--- config.mk ---
export PLATFORM = sky130hd
export DESIGN_NAME = lex_grammar_line_scanner
export DESIGN_NICKNAME = d
export VERILOG_FILES = /design/src/rtl/core/lgls_pkg.sv /design/src/rtl/core/lex_grammar_line_scanner.sv
export SDC_FILE = /design/constraint.sdc
export NUM_CORES = 1
export LEC_CHECK = 0
export BUFFER_PORTS_ARGS = -buffer_cell sky130_fd_sc_hd__buf_2
export CAP_MARGIN = 30
export CELL_PAD_IN_SITES_DETAIL_PLACEMENT = 1
export CELL_PAD_IN_SITES_GLOBAL_PLACEMENT = 1
export CORE_MARGIN = 2
export CORE_UTILIZATION = 27
export CTS_CLUSTER_SIZE = 12
export DETAILED_ROUTE_END_ITERATION = 10
export GPL_TIMING_DRIVEN = 1
export PLACE_DENSITY_LB_ADDON = 0.1
export SYNTH_ARGS = -nofsm -noshare
export SYNTH_HDL_FRONTEND = slang
export SYNTH_SLANG_ARGS = --single-unit
--- constraint.sdc ---
create_clock -name clk -period 5.05 [get_ports clk]
set_input_delay 0.2525 -clock clk [delete_from_list [all_inputs] [get_ports clk]]
set_output_delay 0.2525 -clock clk [all_outputs]
set_load 0.05 [all_outputs]
--- src/rtl/core/lgls_pkg.sv ---
package lgls_pkg;

  localparam int unsigned LEN_W   = 14;
  localparam int unsigned DEPTH_W = 17;
  localparam int unsigned LINE_W  = 20;
  localparam int unsigned PAIR_W  = 16;
  localparam int unsigned RLIM_W  = 9;
  localparam int unsigned ALIM_W  = 13;

  localparam logic [RLIM_W-1:0] REGEX_LIMIT_RST  = RLIM_W'(256);
  localparam logic [ALIM_W-1:0] ACTION_LIMIT_RST = ALIM_W'(4096);

  localparam logic [7:0] CH_LBRACE    = 8'h7B;
  localparam logic [7:0] CH_RBRACE    = 8'h7D;
  localparam logic [7:0] CH_LBRACKET  = 8'h5B;
  localparam logic [7:0] CH_RBRACKET  = 8'h5D;
  localparam logic [7:0] CH_TAB       = 8'h09;
  localparam logic [7:0] CH_NEWLINE   = 8'h0A;
  localparam logic [7:0] CH_SPACE     = 8'h20;
  localparam logic [7:0] CH_BACKSLASH = 8'h5C;
  localparam logic [7:0] CH_QUOTE     = 8'h22;

  localparam logic CFG_REGEX_LIMIT  = 1'b0;
  localparam logic CFG_ACTION_LIMIT = 1'b1;

  typedef enum logic [1:0] {
    ROLE_SEP    = 2'd0,
    ROLE_REGEX  = 2'd1,
    ROLE_ACTION = 2'd2,
    ROLE_EOF    = 2'd3
  } role_t;

  typedef enum logic [3:0] {
    ST_OK             = 4'd0,
    ST_REGEX_OVERFLOW = 4'd1,
    ST_REGEX_NOT_BOL  = 4'd2,
    ST_MISSING_ACTION = 4'd3,
    ST_BAD_GAP        = 4'd4,
    ST_ACTION_OVF     = 4'd5,
    ST_MISSING_BRACE  = 4'd6,
    ST_BAD_TRAIL      = 4'd7,
    ST_NO_PAIRS       = 4'd8
  } status_t;

  typedef enum logic [5:0] {
    PH_REGEX  = 6'b000001,
    PH_BLANK  = 6'b000010,
    PH_GAP    = 6'b000100,
    PH_ACTION = 6'b001000,
    PH_TRAIL  = 6'b010000,
    PH_DONE   = 6'b100000
  } phase_t;

  typedef struct packed {
    logic [PAIR_W-1:0] pair_count;
    logic [LINE_W-1:0] line_number;
    status_t           status;
    logic              pair_end;
    logic              regex_end;
    logic [7:0]        echo_byte;
  } result_t;

endpackage

--- src/rtl/core/lex_grammar_line_scanner.sv ---
// Tags each byte of a lexer grammar text with its role (separator, regex, action or end of
// file) and reports the running line number, pair count and a sticky status code. One input
// word is taken every cycle and its result word appears in the output register in the next
// cycle; the only stall is back-pressure on the output side. After end of file or an
// error the scanner is finished: further words are echoed with role 0 (3 for end of file)
// and status and counters hold until reset. The user must write the two length limits
// through the cfg port only while no word is in flight; the scanner does not enforce this.
module lex_grammar_line_scanner
  import lgls_pkg::*;
(
  input  logic        clk,
  input  logic        rst,
  input  logic        s_tvalid,
  output logic        s_tready,
  input  logic [7:0]  s_tdata,   // data_byte
  input  logic        s_tuser,   // end_of_file
  output logic        m_tvalid,
  input  logic        m_tready,
  output logic [55:0] m_tdata,   // echo_byte, regex_end, pair_end, status, line_number, pair_count
  output logic [1:0]  m_tuser,   // byte_role
  input  logic        cfg_we,
  input  logic        cfg_index,
  input  logic [12:0] cfg_data
);

  localparam logic [LEN_W-1:0]   LEN_CAP   = '1;
  localparam logic [DEPTH_W-1:0] DEPTH_CAP = '1;
  localparam logic [LINE_W-1:0]  LINE_CAP  = '1;
  localparam logic [PAIR_W-1:0]  PAIR_CAP  = '1;

  logic [RLIM_W-1:0]  regex_limit;
  logic [ALIM_W-1:0]  action_limit;
  phase_t             phase, phase_next;
  logic               escape_flag, escape_flag_next;
  logic               class_flag, class_flag_next;
  logic               quote_flag, quote_flag_next;
  logic [DEPTH_W-1:0] brace_depth, brace_depth_next;
  logic [LEN_W-1:0]   length_count, length_count_next;
  logic [LINE_W-1:0]  line_count, line_count_next;
  logic [PAIR_W-1:0]  pairs_seen, pairs_seen_next;
  status_t            error_code, error_code_next;

  result_t            result, result_next;
  role_t              role, role_next;

  logic               accept;
  logic [7:0]         c;
  logic               eof;
  logic               blank;
  logic [LEN_W-1:0]   len_inc;
  logic [LINE_W-1:0]  line_inc;
  logic [DEPTH_W-1:0] depth_dec;
  logic               rend, pend;

  assign s_tready = !m_tvalid || m_tready;
  assign accept   = s_tvalid && s_tready;
  assign c        = s_tdata;
  assign eof      = s_tuser;
  assign blank    = (c == CH_SPACE) || (c == CH_TAB);
  assign len_inc  = (length_count == LEN_CAP) ? LEN_CAP : length_count + LEN_W'(1);
  assign line_inc = (line_count == LINE_CAP) ? LINE_CAP : line_count + LINE_W'(1);
  assign depth_dec = (brace_depth == '0) ? '0 : brace_depth - DEPTH_W'(1);

  always_comb begin
    phase_next        = phase;
    escape_flag_next  = escape_flag;
    class_flag_next   = class_flag;
    quote_flag_next   = quote_flag;
    brace_depth_next  = brace_depth;
    length_count_next = length_count;
    line_count_next   = line_count;
    pairs_seen_next   = pairs_seen;
    error_code_next   = error_code;
    role_next         = ROLE_SEP;
    rend              = 1'b0;
    pend              = 1'b0;

    if (phase == PH_DONE) begin
      role_next = eof ? ROLE_EOF : ROLE_SEP;
    end else if (eof) begin
      role_next = ROLE_EOF;
      if (phase == PH_REGEX && length_count != '0) begin
        error_code_next = ST_MISSING_ACTION;
      end else if (phase == PH_GAP) begin
        error_code_next = ST_MISSING_ACTION;
      end else if (phase == PH_ACTION) begin
        error_code_next = ST_MISSING_BRACE;
      end else if (phase == PH_BLANK) begin
        line_count_next = line_inc;
      end
      if (error_code == ST_OK && phase != PH_GAP && phase != PH_ACTION
          && !(phase == PH_REGEX && length_count != '0) && pairs_seen == '0) begin
        error_code_next = ST_NO_PAIRS;
      end
      phase_next = PH_DONE;
    end else begin
      case (phase)
        PH_REGEX: begin
          length_count_next = len_inc;
          role_next = ROLE_REGEX;
          if (len_inc == LEN_W'(regex_limit)) begin
            role_next       = ROLE_SEP;
            error_code_next = ST_REGEX_OVERFLOW;
            phase_next      = PH_DONE;
          end else if (escape_flag) begin
            escape_flag_next = 1'b0;
          end else if (c == CH_BACKSLASH) begin
            escape_flag_next = 1'b1;
          end else if (c == CH_LBRACKET) begin
            class_flag_next = 1'b1;
          end else if (c == CH_RBRACKET && class_flag) begin
            class_flag_next = 1'b0;
          end else if (blank && !class_flag) begin
            role_next = ROLE_SEP;
            if (len_inc == LEN_W'(1)) begin
              phase_next = PH_BLANK;
            end else begin
              rend       = 1'b1;
              phase_next = PH_GAP;
            end
            length_count_next = '0;
            escape_flag_next  = 1'b0;
            class_flag_next   = 1'b0;
          end else if (c == CH_NEWLINE) begin
            role_next = ROLE_SEP;
            if (len_inc == LEN_W'(1)) begin
              line_count_next   = line_inc;
              length_count_next = '0;
              escape_flag_next  = 1'b0;
              class_flag_next   = 1'b0;
              quote_flag_next   = 1'b0;
              brace_depth_next  = '0;
            end else begin
              error_code_next = ST_MISSING_ACTION;
              phase_next      = PH_DONE;
            end
          end
        end
        PH_BLANK: begin
          if (c == CH_NEWLINE) begin
            line_count_next   = line_inc;
            phase_next        = PH_REGEX;
            length_count_next = '0;
            escape_flag_next  = 1'b0;
            class_flag_next   = 1'b0;
            quote_flag_next   = 1'b0;
            brace_depth_next  = '0;
          end else if (!blank) begin
            error_code_next = ST_REGEX_NOT_BOL;
            phase_next      = PH_DONE;
          end
        end
        PH_GAP: begin
          if (c == CH_LBRACE) begin
            role_next         = ROLE_ACTION;
            length_count_next = LEN_W'(1);
            brace_depth_next  = DEPTH_W'(1);
            quote_flag_next   = 1'b0;
            escape_flag_next  = 1'b0;
            phase_next        = PH_ACTION;
          end else if (!blank) begin
            error_code_next = ST_BAD_GAP;
            phase_next      = PH_DONE;
          end
        end
        PH_ACTION: begin
          length_count_next = len_inc;
          role_next = ROLE_ACTION;
          if (len_inc == LEN_W'(action_limit)) begin
            role_next       = ROLE_SEP;
            error_code_next = ST_ACTION_OVF;
            phase_next      = PH_DONE;
          end else begin
            if (c == CH_NEWLINE) begin
              line_count_next = line_inc;
            end
            if (quote_flag) begin
              if (escape_flag) begin
                escape_flag_next = 1'b0;
              end else if (c == CH_BACKSLASH) begin
                escape_flag_next = 1'b1;
              end else if (c == CH_QUOTE) begin
                quote_flag_next = 1'b0;
              end
            end else if (c == CH_QUOTE) begin
              quote_flag_next = 1'b1;
            end else if (c == CH_LBRACE) begin
              brace_depth_next = (brace_depth == DEPTH_CAP) ? DEPTH_CAP
                                                            : brace_depth + DEPTH_W'(1);
            end else if (c == CH_RBRACE) begin
              brace_depth_next = depth_dec;
              if (depth_dec == '0) begin
                pend              = 1'b1;
                pairs_seen_next   = (pairs_seen == PAIR_CAP) ? PAIR_CAP
                                                             : pairs_seen + PAIR_W'(1);
                length_count_next = '0;
                phase_next        = PH_TRAIL;
              end
            end
          end
        end
        PH_TRAIL: begin
          if (c == CH_NEWLINE) begin
            line_count_next   = line_inc;
            phase_next        = PH_REGEX;
            length_count_next = '0;
            escape_flag_next  = 1'b0;
            class_flag_next   = 1'b0;
            quote_flag_next   = 1'b0;
            brace_depth_next  = '0;
          end else if (!blank) begin
            error_code_next = ST_BAD_TRAIL;
            phase_next      = PH_DONE;
          end
        end
        default: begin
          phase_next = PH_DONE;
        end
      endcase
    end

    result_next.echo_byte   = eof ? 8'd0 : c;
    result_next.regex_end   = rend;
    result_next.pair_end    = pend;
    result_next.status      = error_code_next;
    result_next.line_number = line_count_next;
    result_next.pair_count  = pairs_seen_next;
  end

  always_ff @(posedge clk) begin
    if (rst) begin
      regex_limit  <= REGEX_LIMIT_RST;
      action_limit <= ACTION_LIMIT_RST;
    end else if (cfg_we) begin
      case (cfg_index)
        CFG_REGEX_LIMIT:  regex_limit  <= cfg_data[RLIM_W-1:0];
        CFG_ACTION_LIMIT: action_limit <= cfg_data[ALIM_W-1:0];
        default: ;
      endcase
    end
  end

  always_ff @(posedge clk) begin
    if (rst) begin
      phase        <= PH_REGEX;
      escape_flag  <= 1'b0;
      class_flag   <= 1'b0;
      quote_flag   <= 1'b0;
      brace_depth  <= '0;
      length_count <= '0;
      line_count   <= LINE_W'(1);
      pairs_seen   <= '0;
      error_code   <= ST_OK;
      m_tvalid     <= 1'b0;
    end else begin
      if (accept) begin
        phase        <= phase_next;
        escape_flag  <= escape_flag_next;
        class_flag   <= class_flag_next;
        quote_flag   <= quote_flag_next;
        brace_depth  <= brace_depth_next;
        length_count <= length_count_next;
        line_count   <= line_count_next;
        pairs_seen   <= pairs_seen_next;
        error_code   <= error_code_next;
      end
      if (s_tready) begin
        m_tvalid <= s_tvalid;
      end
    end
  end

  always_ff @(posedge clk) begin
    if (accept) begin
      result <= result_next;
      role   <= role_next;
    end
  end

  assign m_tdata = {6'd0, result};
  assign m_tuser = role;

endmodule

==> results of run 1 <==
## final cells by class
class                   count  area (um2)  share of cell area
clock inverters            10         168              0.0142
repair buffers            113         646              0.0548
clock buffers              22         444              0.0377
multi-input cells        1026        6140               0.522
well taps                 511         639              0.0543
flip-flops and latches    155        3620               0.308
inverters                  30         114             0.00967
## where the power goes
part	total (mW)	internal, mW	switching (mW)
Clock	1.41	0.832	0.578
Combinational	0.574	0.173	0.401
Sequential	1.39	1.34	0.0471
Total	3.37	2.35	1.03
## final timing paths
path                                       from                to  depth (start not counted)
worst max register to register  length_count[5]       m_tdata[22]                         10
worst max-delay path            length_count[5]       m_tdata[22]                         10
worst min register to register  action_limit[3]   action_limit[3]                          2
worst min-delay path               cfg_data[12]  action_limit[12]                          3
## per-layer routing
metal | part of all wire | vias to the layer above
li1 | - | 4939
met1 | 0.48 | 5007
met2 | 0.47 | 155
met3 | 0.032 | 40
met4 | 0.017 | 0
met5 | 0 | -
## cells in the mapped netlist, types with 5 or more instances
library cell	n	area share
nor2_1	107	0.039
edfxtp_1	52	0.15
nand4_1	28	0.017
nor3_1	42	0.020
clkbuf_1	81	0.030
a31oi_1	35	0.021
a21oi_1	132	0.064
o211ai_1	17	0.012
buf_2	11	0.0053
o311ai_0	5	0.0043
and2_1	17	0.010
xor2_1	12	0.010
and4_1	10	0.0085
or4_1	9	0.0066
o31ai_1	10	0.0073
mux2i_1	14	0.014
nand3_1	41	0.020
buf_4	10	0.0073
a41oi_1	8	0.0068
a21o_1	7	0.0051
nor4_1	20	0.012
or3_1	12	0.0073
nand2b_1	16	0.0097
nor4b_1	5	0.0043
a211oi_1	27	0.020
ha_1	7	0.0085
nand2_1	159	0.058
a311oi_1	11	0.0094
a31o_2	5	0.0043
nand3b_1	10	0.0073
o21a_1	10	0.0073
xnor2_1	23	0.020
o21ai_0	81	0.039
dfxtp_1	103	0.20
mux2_2	9	0.0098
nor2b_1	16	0.0097
inv_1	29	0.011
and3_1	26	0.016
## worst max-delay path: cells and delay by family, from the launching register on
kind	cells	cell delay (ps)
flip-flops	1	690
AO/OA/AOI/OAI	3	1180
XOR/XNOR	1	300
AND/OR/NAND/NOR	6	1990
## per-stage QoR
step	util	hold WS, ps	std cells
global route	0.313	32.3	1867
global placement	0.297	458	1834
floorplan	-	377	1317
detailed placement	0.297	469	1835
finish	0.313	22.0	1867
CTS	0.313	6.47	1867
## sequential cells by signal, summed over array words and instances (netlist names)
name and cells:
m_tvalid 1, class_flag 1, error_code 4, m_tuser 2, line_count 20, phase 6, m_tdata 50, regex_limit 9
brace_depth 17, escape_flag 1, quote_flag 1, pairs_seen 16, length_count 14, action_limit 13
## kinds of logic after synthesis
logic type,after synthesis,share of synthesized area
flops,155,0.352
other cells,1,0.000364
fa+ha+maj,7,0.00850
mux,24,0.0249
simple gates,553,0.281
compound gates,400,0.246
buf+inv,136,0.0554
xor+xnor,36,0.0319
==> results.toml, run 1 <==
[outcome]
status = "completed"

[drt]
antenna_left = 0
drt_pass1_iterations = 4
vias = 10100
initialDrtViolationCount = 537
drt-total-wl_um = 37700
avgViaCountPerCell = 5.43
drt-wirelength-per-cell_um = 20.2
drc = 0

[grt]
grt_start_max_net_pins = 55
met2_usage = 0.325
grt.met1_usage = 0.266
use_met3 = 0.0321
grt_pass1_wl_um = 60800
antenna_found_initial = 0
grt.busiest_layer = "met2"
grtUsageTotal = 0.197
grt_pass1_vias = 10400
grt_overflow = 0

[yosys]
synth_area_mm2 = 0.0103
yosys_warnings = 0
syn_area_per_cell_um2 = 7.85
synthDistinctLibCells = 91
synth-seq-area-share = 0.352
synthFlopType = "dfxtp_1"
synthArstFlopShare = 0
synth_edf_count = 52
synth_cells = 1312
synth_seq_cells = 155

[critical_path]
cp_slowest_stage_delay_ps = 750
critPathKind = "reg2reg"
worstSetupStartpointType = "flip-flop"
crit_chain = "and4_1 -> nand2_1 -> nor4_1 -> nor2_1 -> xor2_1 -> or3_1 -> a21oi_4 -> o21ai_1 -> nand4_1 -> a31o_2"
critical_path_required_ps = 5260
crit_fanout = 16
cp-end-kind = "flip-flop"
critPathArrivalTime_ps = 4610
reg2reg_slack_ps = 650
crit_slowest_cell = "o21ai_1"

[sta]
worst_slack_ps = 647
fmaxAchievable_mhz = 227
rsz0062_at_grt = "no"
slew_headroom = 0.345
fin_crit_ps = 4400
fin_worst_skew_ps = 13.9
slew_violations = 0
hold_viol_final = 0
tightest_slew_ps = 979
tns_ps = 0
post-route-period-util = 0.872
setup_viol = 0

[floorplan]
initial_core_util = 0.274
die_y_um = 199
core_mm2 = 0.0376
dieArea_mm2 = 0.0397
die_w_um = 199
rows = 71
io_pins = 88

[final_layout]
fin_nets = 1378
fin_area_mm2 = 0.0118
num-fill-cells = 4506
layout-drive-gt1-share = 0.136
layout_common_cells = "nand2_1, a21oi_1, nor2_1"
mostFrequentLayoutCell = "nand2_1"
n_antenna_cell = 0
area.growth.synth_to_final_pct = 14.3

[cts]
cts_tree = "done"
root_buffer = "clkbuf_16"
clock_latency_ps = 450
post-cts-setup-buffer-count = 0
cts_resized = 0
holdBufCountCts = 0
clock_sinks = 155
cts.htree.levels = 4
cts_buffers = 17
clockBufferDepth = 2
clkTransAtPathRegs_ps = 70

[hold_path]
hold_class = "in2reg"

[placement]
dpl_cell_area_mm2 = 0.0112
gp_congestion = 0.826
dpl.hpwl_um = 26900
pre_cts_ws_ps = 704
portBuffers = 81

[power]
powerDensity_mw_per_mm2 = 286
p_leak_nw = 4.08
ir_worst_vdd_mv = 0.245
finalPower_mw = 3.37

[run]
max_cap_viol_count = 0
Power figures use the tool's default switching activity.
==> run 2, diff against run 1 <==
CORE_MARGIN = not set   (was 2)
GPL_TIMING_DRIVEN = 0   (was 1)
PLACE_DENSITY = 0.5   (was not set)
PLACE_DENSITY_LB_ADDON = not set   (was 0.1)
==> results.toml, run 2 (same netlist as run 1, synthesis figures left out) <==
[outcome]
status = "completed"

[critical_path]
cp_slowest_stage_delay_ps = 660
reg2reg_slack_ps = 360
cpMostUsedCell = "buf_2"
reg2reg_from = "length_count[1]"
critPathArrivalTime_ps = 4870
critPathBufInv = 3
r2r_cells = 14
critical_path_required_ps = 5220
worstSetupStartpointType = "flip-flop"
crit_chain = "ha_1 -> nand4_2 -> buf_2 -> o41ai_1 -> xor2_1 -> nor2_1 -> nand4_1 -> o41ai_1 -> o211ai_1 -> and2_1 -> buf_2 -> buf_2 -> a31oi_1 -> a31oi_1"
cp-end-kind = "flip-flop"
crit_fanout = 10
critPathKind = "reg2reg"
crit_slowest_cell = "o41ai_1"
cpLargestDelayFamily = "compound AO/OA/AOI/OAI gates"
worstSetupStartpoint = "length_count[1]"
r2r_end = "m_tdata[28]"

[grt]
grt.met1_usage = 0.279
grt_start_max_net_pins = 62
antenna_found_initial = 0
grtUsageTotal = 0.218
use_met3 = 0.0343
met2_usage = 0.376
grt_pass1_wl_um = 64700
grt_overflow = 0
grt_pass1_vias = 10700
grt.busiest_layer = "met2"

[cts]
cts_buffers = 17
root_buffer = "clkbuf_16"
holdBufCountCts = 0
cts_tree = "done"
clkTransAtPathRegs_ps = 70
cts_resized = 1
post-cts-setup-buffer-count = 0
clock_latency_ps = 470
clock_sinks = 155
clockBufferDepth = 2
cts.htree.levels = 4

[final_layout]
largest_reg_flops = 50
fin_nets = 1454
layout-drive-gt1-share = 0.124
layout_common_cells = "nand2_1, a21oi_1, nor2_1"
area.growth.synth_to_final_pct = 16.5
fin_area_mm2 = 0.0120
num-fill-cells = 4617
mostFrequentLayoutCell = "nand2_1"
utilization = 0.319

[drt]
vias = 10600
drt-total-wl_um = 41600
avgViaCountPerCell = 5.43
initialDrtViolationCount = 585
drt-wirelength-per-cell_um = 21.4
drt_pass1_iterations = 5
antenna_left = 0
drc = 0

[placement]
gp_congestion = 0.855
portBuffers = 79
pre_cts_ws_ps = -58.9
dpl_cell_area_mm2 = 0.0114
dpl.hpwl_um = 30600

[sta]
setup_viol = 0
fin_crit_ps = 4690
slew_violations = 0
slew_headroom = 0.297
rsz0062_at_grt = "no"
hold_viol_final = 0
fmaxAchievable_mhz = 213
post-route-period-util = 0.930
tightest_slew_ps = 1050
worst_slack_ps = 355
fin_worst_skew_ps = 20.7

[hold_path]
hp-start = "cfg_data[12]"
hold_end = "action_limit[12]"
hold_class = "in2reg"
min_path_cells = 3

[floorplan]
io_pins = 88
rows = 71
core_mm2 = 0.0376
dieArea_mm2 = 0.0389
die_w_um = 197
initial_core_util = 0.274
die_y_um = 197

[run]
max_cap_viol_count = 0

[power]
ir_worst_vdd_mv = 0.250
p_leak_nw = 4.15
powerDensity_mw_per_mm2 = 283
[run 2: cell types whose count changed in the layout (fill, tap and decap cells not counted), sizes merged]
cell | before | now
clkbuf | 22 | 102
diode | 0 | 1
bufinv | 4 | 3
clkinvlp | 1 | 5
buf | 113 | 107
inv | 30 | 32
clkinv | 5 | 2
[run 2: metrics by stage]
step / TNS [ps] / hold WS, ps / total power [mW] / instances
after global placement: -320 / 457 / 2.01 / 1907
after CTS: 0 / 4.21 / 3.44 / 1943
after global routing: 0 / 37.3 / 3.53 / 1943
after detailed placement: -171 / 463 / 2.01 / 1911
final: 0 / 21.3 / 3.40 / 1944
after floorplan: 0 / 377 / 1.82 / 1317
[run 2: area by class of cell]
cell class | instances | area [um2] | area share
Multi-Input combinational cell | 1026 | 6140 | 0.511
Clock buffer | 20 | 437 | 0.0364
Inverter | 30 | 113 | 0.00938
Clock inverter | 12 | 165 | 0.0138
Buffer | 106 | 462 | 0.0385
Sequential cell | 155 | 3620 | 0.302
Tap cell | 511 | 639 | 0.0533
Timing Repair Buffer | 83 | 425 | 0.0354
Antenna cell | 1 | 2.50 | 0.000208
[run 2: worst max-delay path by stage]
stage / endpoint / cells past startpoint
floorplan: line_count[13] / 6
global placement: m_tdata[47] / 13
detailed placement: m_tdata[49] / 13
CTS: m_tdata[28] / 14
global route: m_tdata[28] / 14
finish: m_tdata[28] / 14
[run 2: per-layer routing]
metal,share of wire,vias up,wire (um)
met2,0.48,176,20200
li1,-,5090,-
met5,0,-,0
met1,0.46,5239,19300
met4,0.019,0,779
met3,0.032,47,1350
[run 2: tightest hold or removal path, stage by stage]
cell and delay, ps:
buf_2 70, nand2_1 40, nand3b_1 70
[run 2: report_power, final]
part           switching (mW)  internal (mW)  total [mW]
clock network           0.630          0.785        1.42
registers              0.0297           1.34        1.37
logic                   0.439          0.175       0.614
==> run 3, diff against run 2 <==
PLACE_DENSITY = 0.53   (was 0.5)
==> results.toml, run 3 (same netlist as run 1, synthesis figures left out) <==
[outcome]
status = "completed"

[sta]
tightest_slew_ps = 1030
worst_slack_ps = 209
holdWs_ps = 15.2
fmaxAchievable_mhz = 207
tns_ps = 0
hold_viol_final = 0
setup_viol = 0
slew_violations = 0
fin_crit_ps = 4840
rsz0062_at_grt = "no"
slew_headroom = 0.309
post-route-period-util = 0.959
fin_worst_skew_ps = 10.2

[grt]
grtUsageTotal = 0.214
grt_pass1_vias = 10700
grt_start_max_net_pins = 62
grt_pass1_wl_um = 63800
grt_overflow = 0
antenna_found_initial = 1

[run]
max_cap_viol_count = 0

[final_layout]
layoutNonFillerInstCount = 1942
layout_common_cells = "nand2_1, a21oi_1, nor2_1"
ff_latch_area_mm2 = 0.00362
multi_input_area_mm2 = 0.00613
layout-drive-gt1-share = 0.124
utilization = 0.319
n_antenna_cell = 0
mostFrequentLayoutCell = "nand2_1"
fin_area_mm2 = 0.0120
area.growth.synth_to_final_pct = 16.5
fin_nets = 1453
largest_reg_flops = 50
num-fill-cells = 4581

[power]
p_leak_nw = 4.14
powerDensity_mw_per_mm2 = 281
finalPower_mw = 3.37
ir_worst_vdd_mv = 0.256

[placement]
placed_cells_incl_taps = 1909
dpl_cell_area_mm2 = 0.0114
gp_congestion = 0.867
portBuffers = 79
pre_cts_ws_ps = 25.1
dpl.hpwl_um = 30300

[cts]
clockBufferDepth = 2
holdBufCountCts = 0
clock_sinks = 155
cts_buffers = 17
clkTransAtPathRegs_ps = 70
clock_latency_ps = 460
cts_tree = "done"
root_buffer = "clkbuf_16"
cts.htree.levels = 4

[floorplan]
initial_core_util = 0.274
core_mm2 = 0.0376
io_pins = 88
rows = 71
die_y_um = 197
dieArea_mm2 = 0.0389
die_w_um = 197

[drt]
drt_pass1_iterations = 7
antenna_left = 0
initialDrtViolationCount = 561
vias = 10600
route.met2.wl_um = 19600
drc = 0
drt-wirelength-per-cell_um = 21.2
drt-total-wl_um = 41200
highest_layer = "met5"
avgViaCountPerCell = 5.46
dr_wl_met3_um = 1350
drt-met1-wl_um = 19200

[critical_path]
critical_path_required_ps = 5220
crit_fanout = 10
critPathArrivalTime_ps = 5010
r2r_cells = 14
reg2reg_from = "length_count[1]"
critPathKind = "reg2reg"
worstSetupStartpointType = "flip-flop"
reg2reg_slack_ps = 210
r2r_end = "m_tdata[25]"
cp-end-kind = "flip-flop"

[hold_path]
hp-start = "cfg_data[12]"
min_path_cells = 3
hold_class = "in2reg"
hold_end = "action_limit[12]"
## run 3: cell type report
class                      count  share of cell area
multi-input combinational   1026               0.511
clock inverter                13              0.0139
tap                          511              0.0533
timing repair buffer          82              0.0359
inverter                      30             0.00939
clock buffer                  19              0.0361
sequential                   155               0.302
buffer                       106              0.0385
## run 3: layer usage
layer / track usage / vias up
met4: 0.0827 / 2
met3: 0.0319 / 62
li1: - / 5087
met2: 0.358 / 190
met1: 0.275 / 5257
met5: 0 / -
## run 3: how the worst max path moves through the flow
stage                    startpoint        endpoint  slack [ps]
CTS                 length_count[1]     m_tdata[43]         330
global route        length_count[1]     m_tdata[49]          20
finish              length_count[1]     m_tdata[25]         210
floorplan                  m_tvalid  line_count[13]        1470
global placement    length_count[1]     m_tdata[43]          -5
detailed placement  length_count[1]     m_tdata[43]          30
## run 3: repair_timing
item                                    CTS  global route
resized for setup                         1             0
endpoints found under the setup margin    2             0
setup buffers                             0             0
## run 3: report_power, final
| part | internal (mW) | total, mW | switching [mW] | leakage, nW |
|---|---|---|---|---|
| clock network | 0.781 | 1.39 | 0.608 | 0.273 |
| registers | 1.34 | 1.37 | 0.0304 | 1.35 |
| logic | 0.175 | 0.613 | 0.437 | 2.51 |
| total | 2.30 | 3.37 | 1.08 | 4.14 |
## run 3: critical path: stages, from the launching register on
cell and delay (ps):
dfxtp_1 480, ha_1 360, nand4_2 250, buf_2 280, o41ai_1 830, xor2_1 140, nor2_1 150, nand4_1 310
o41ai_1 510, o211ai_1 320, and2_1 250, buf_2 190, buf_2 220, a21oi_1 160, a21oi_1 80
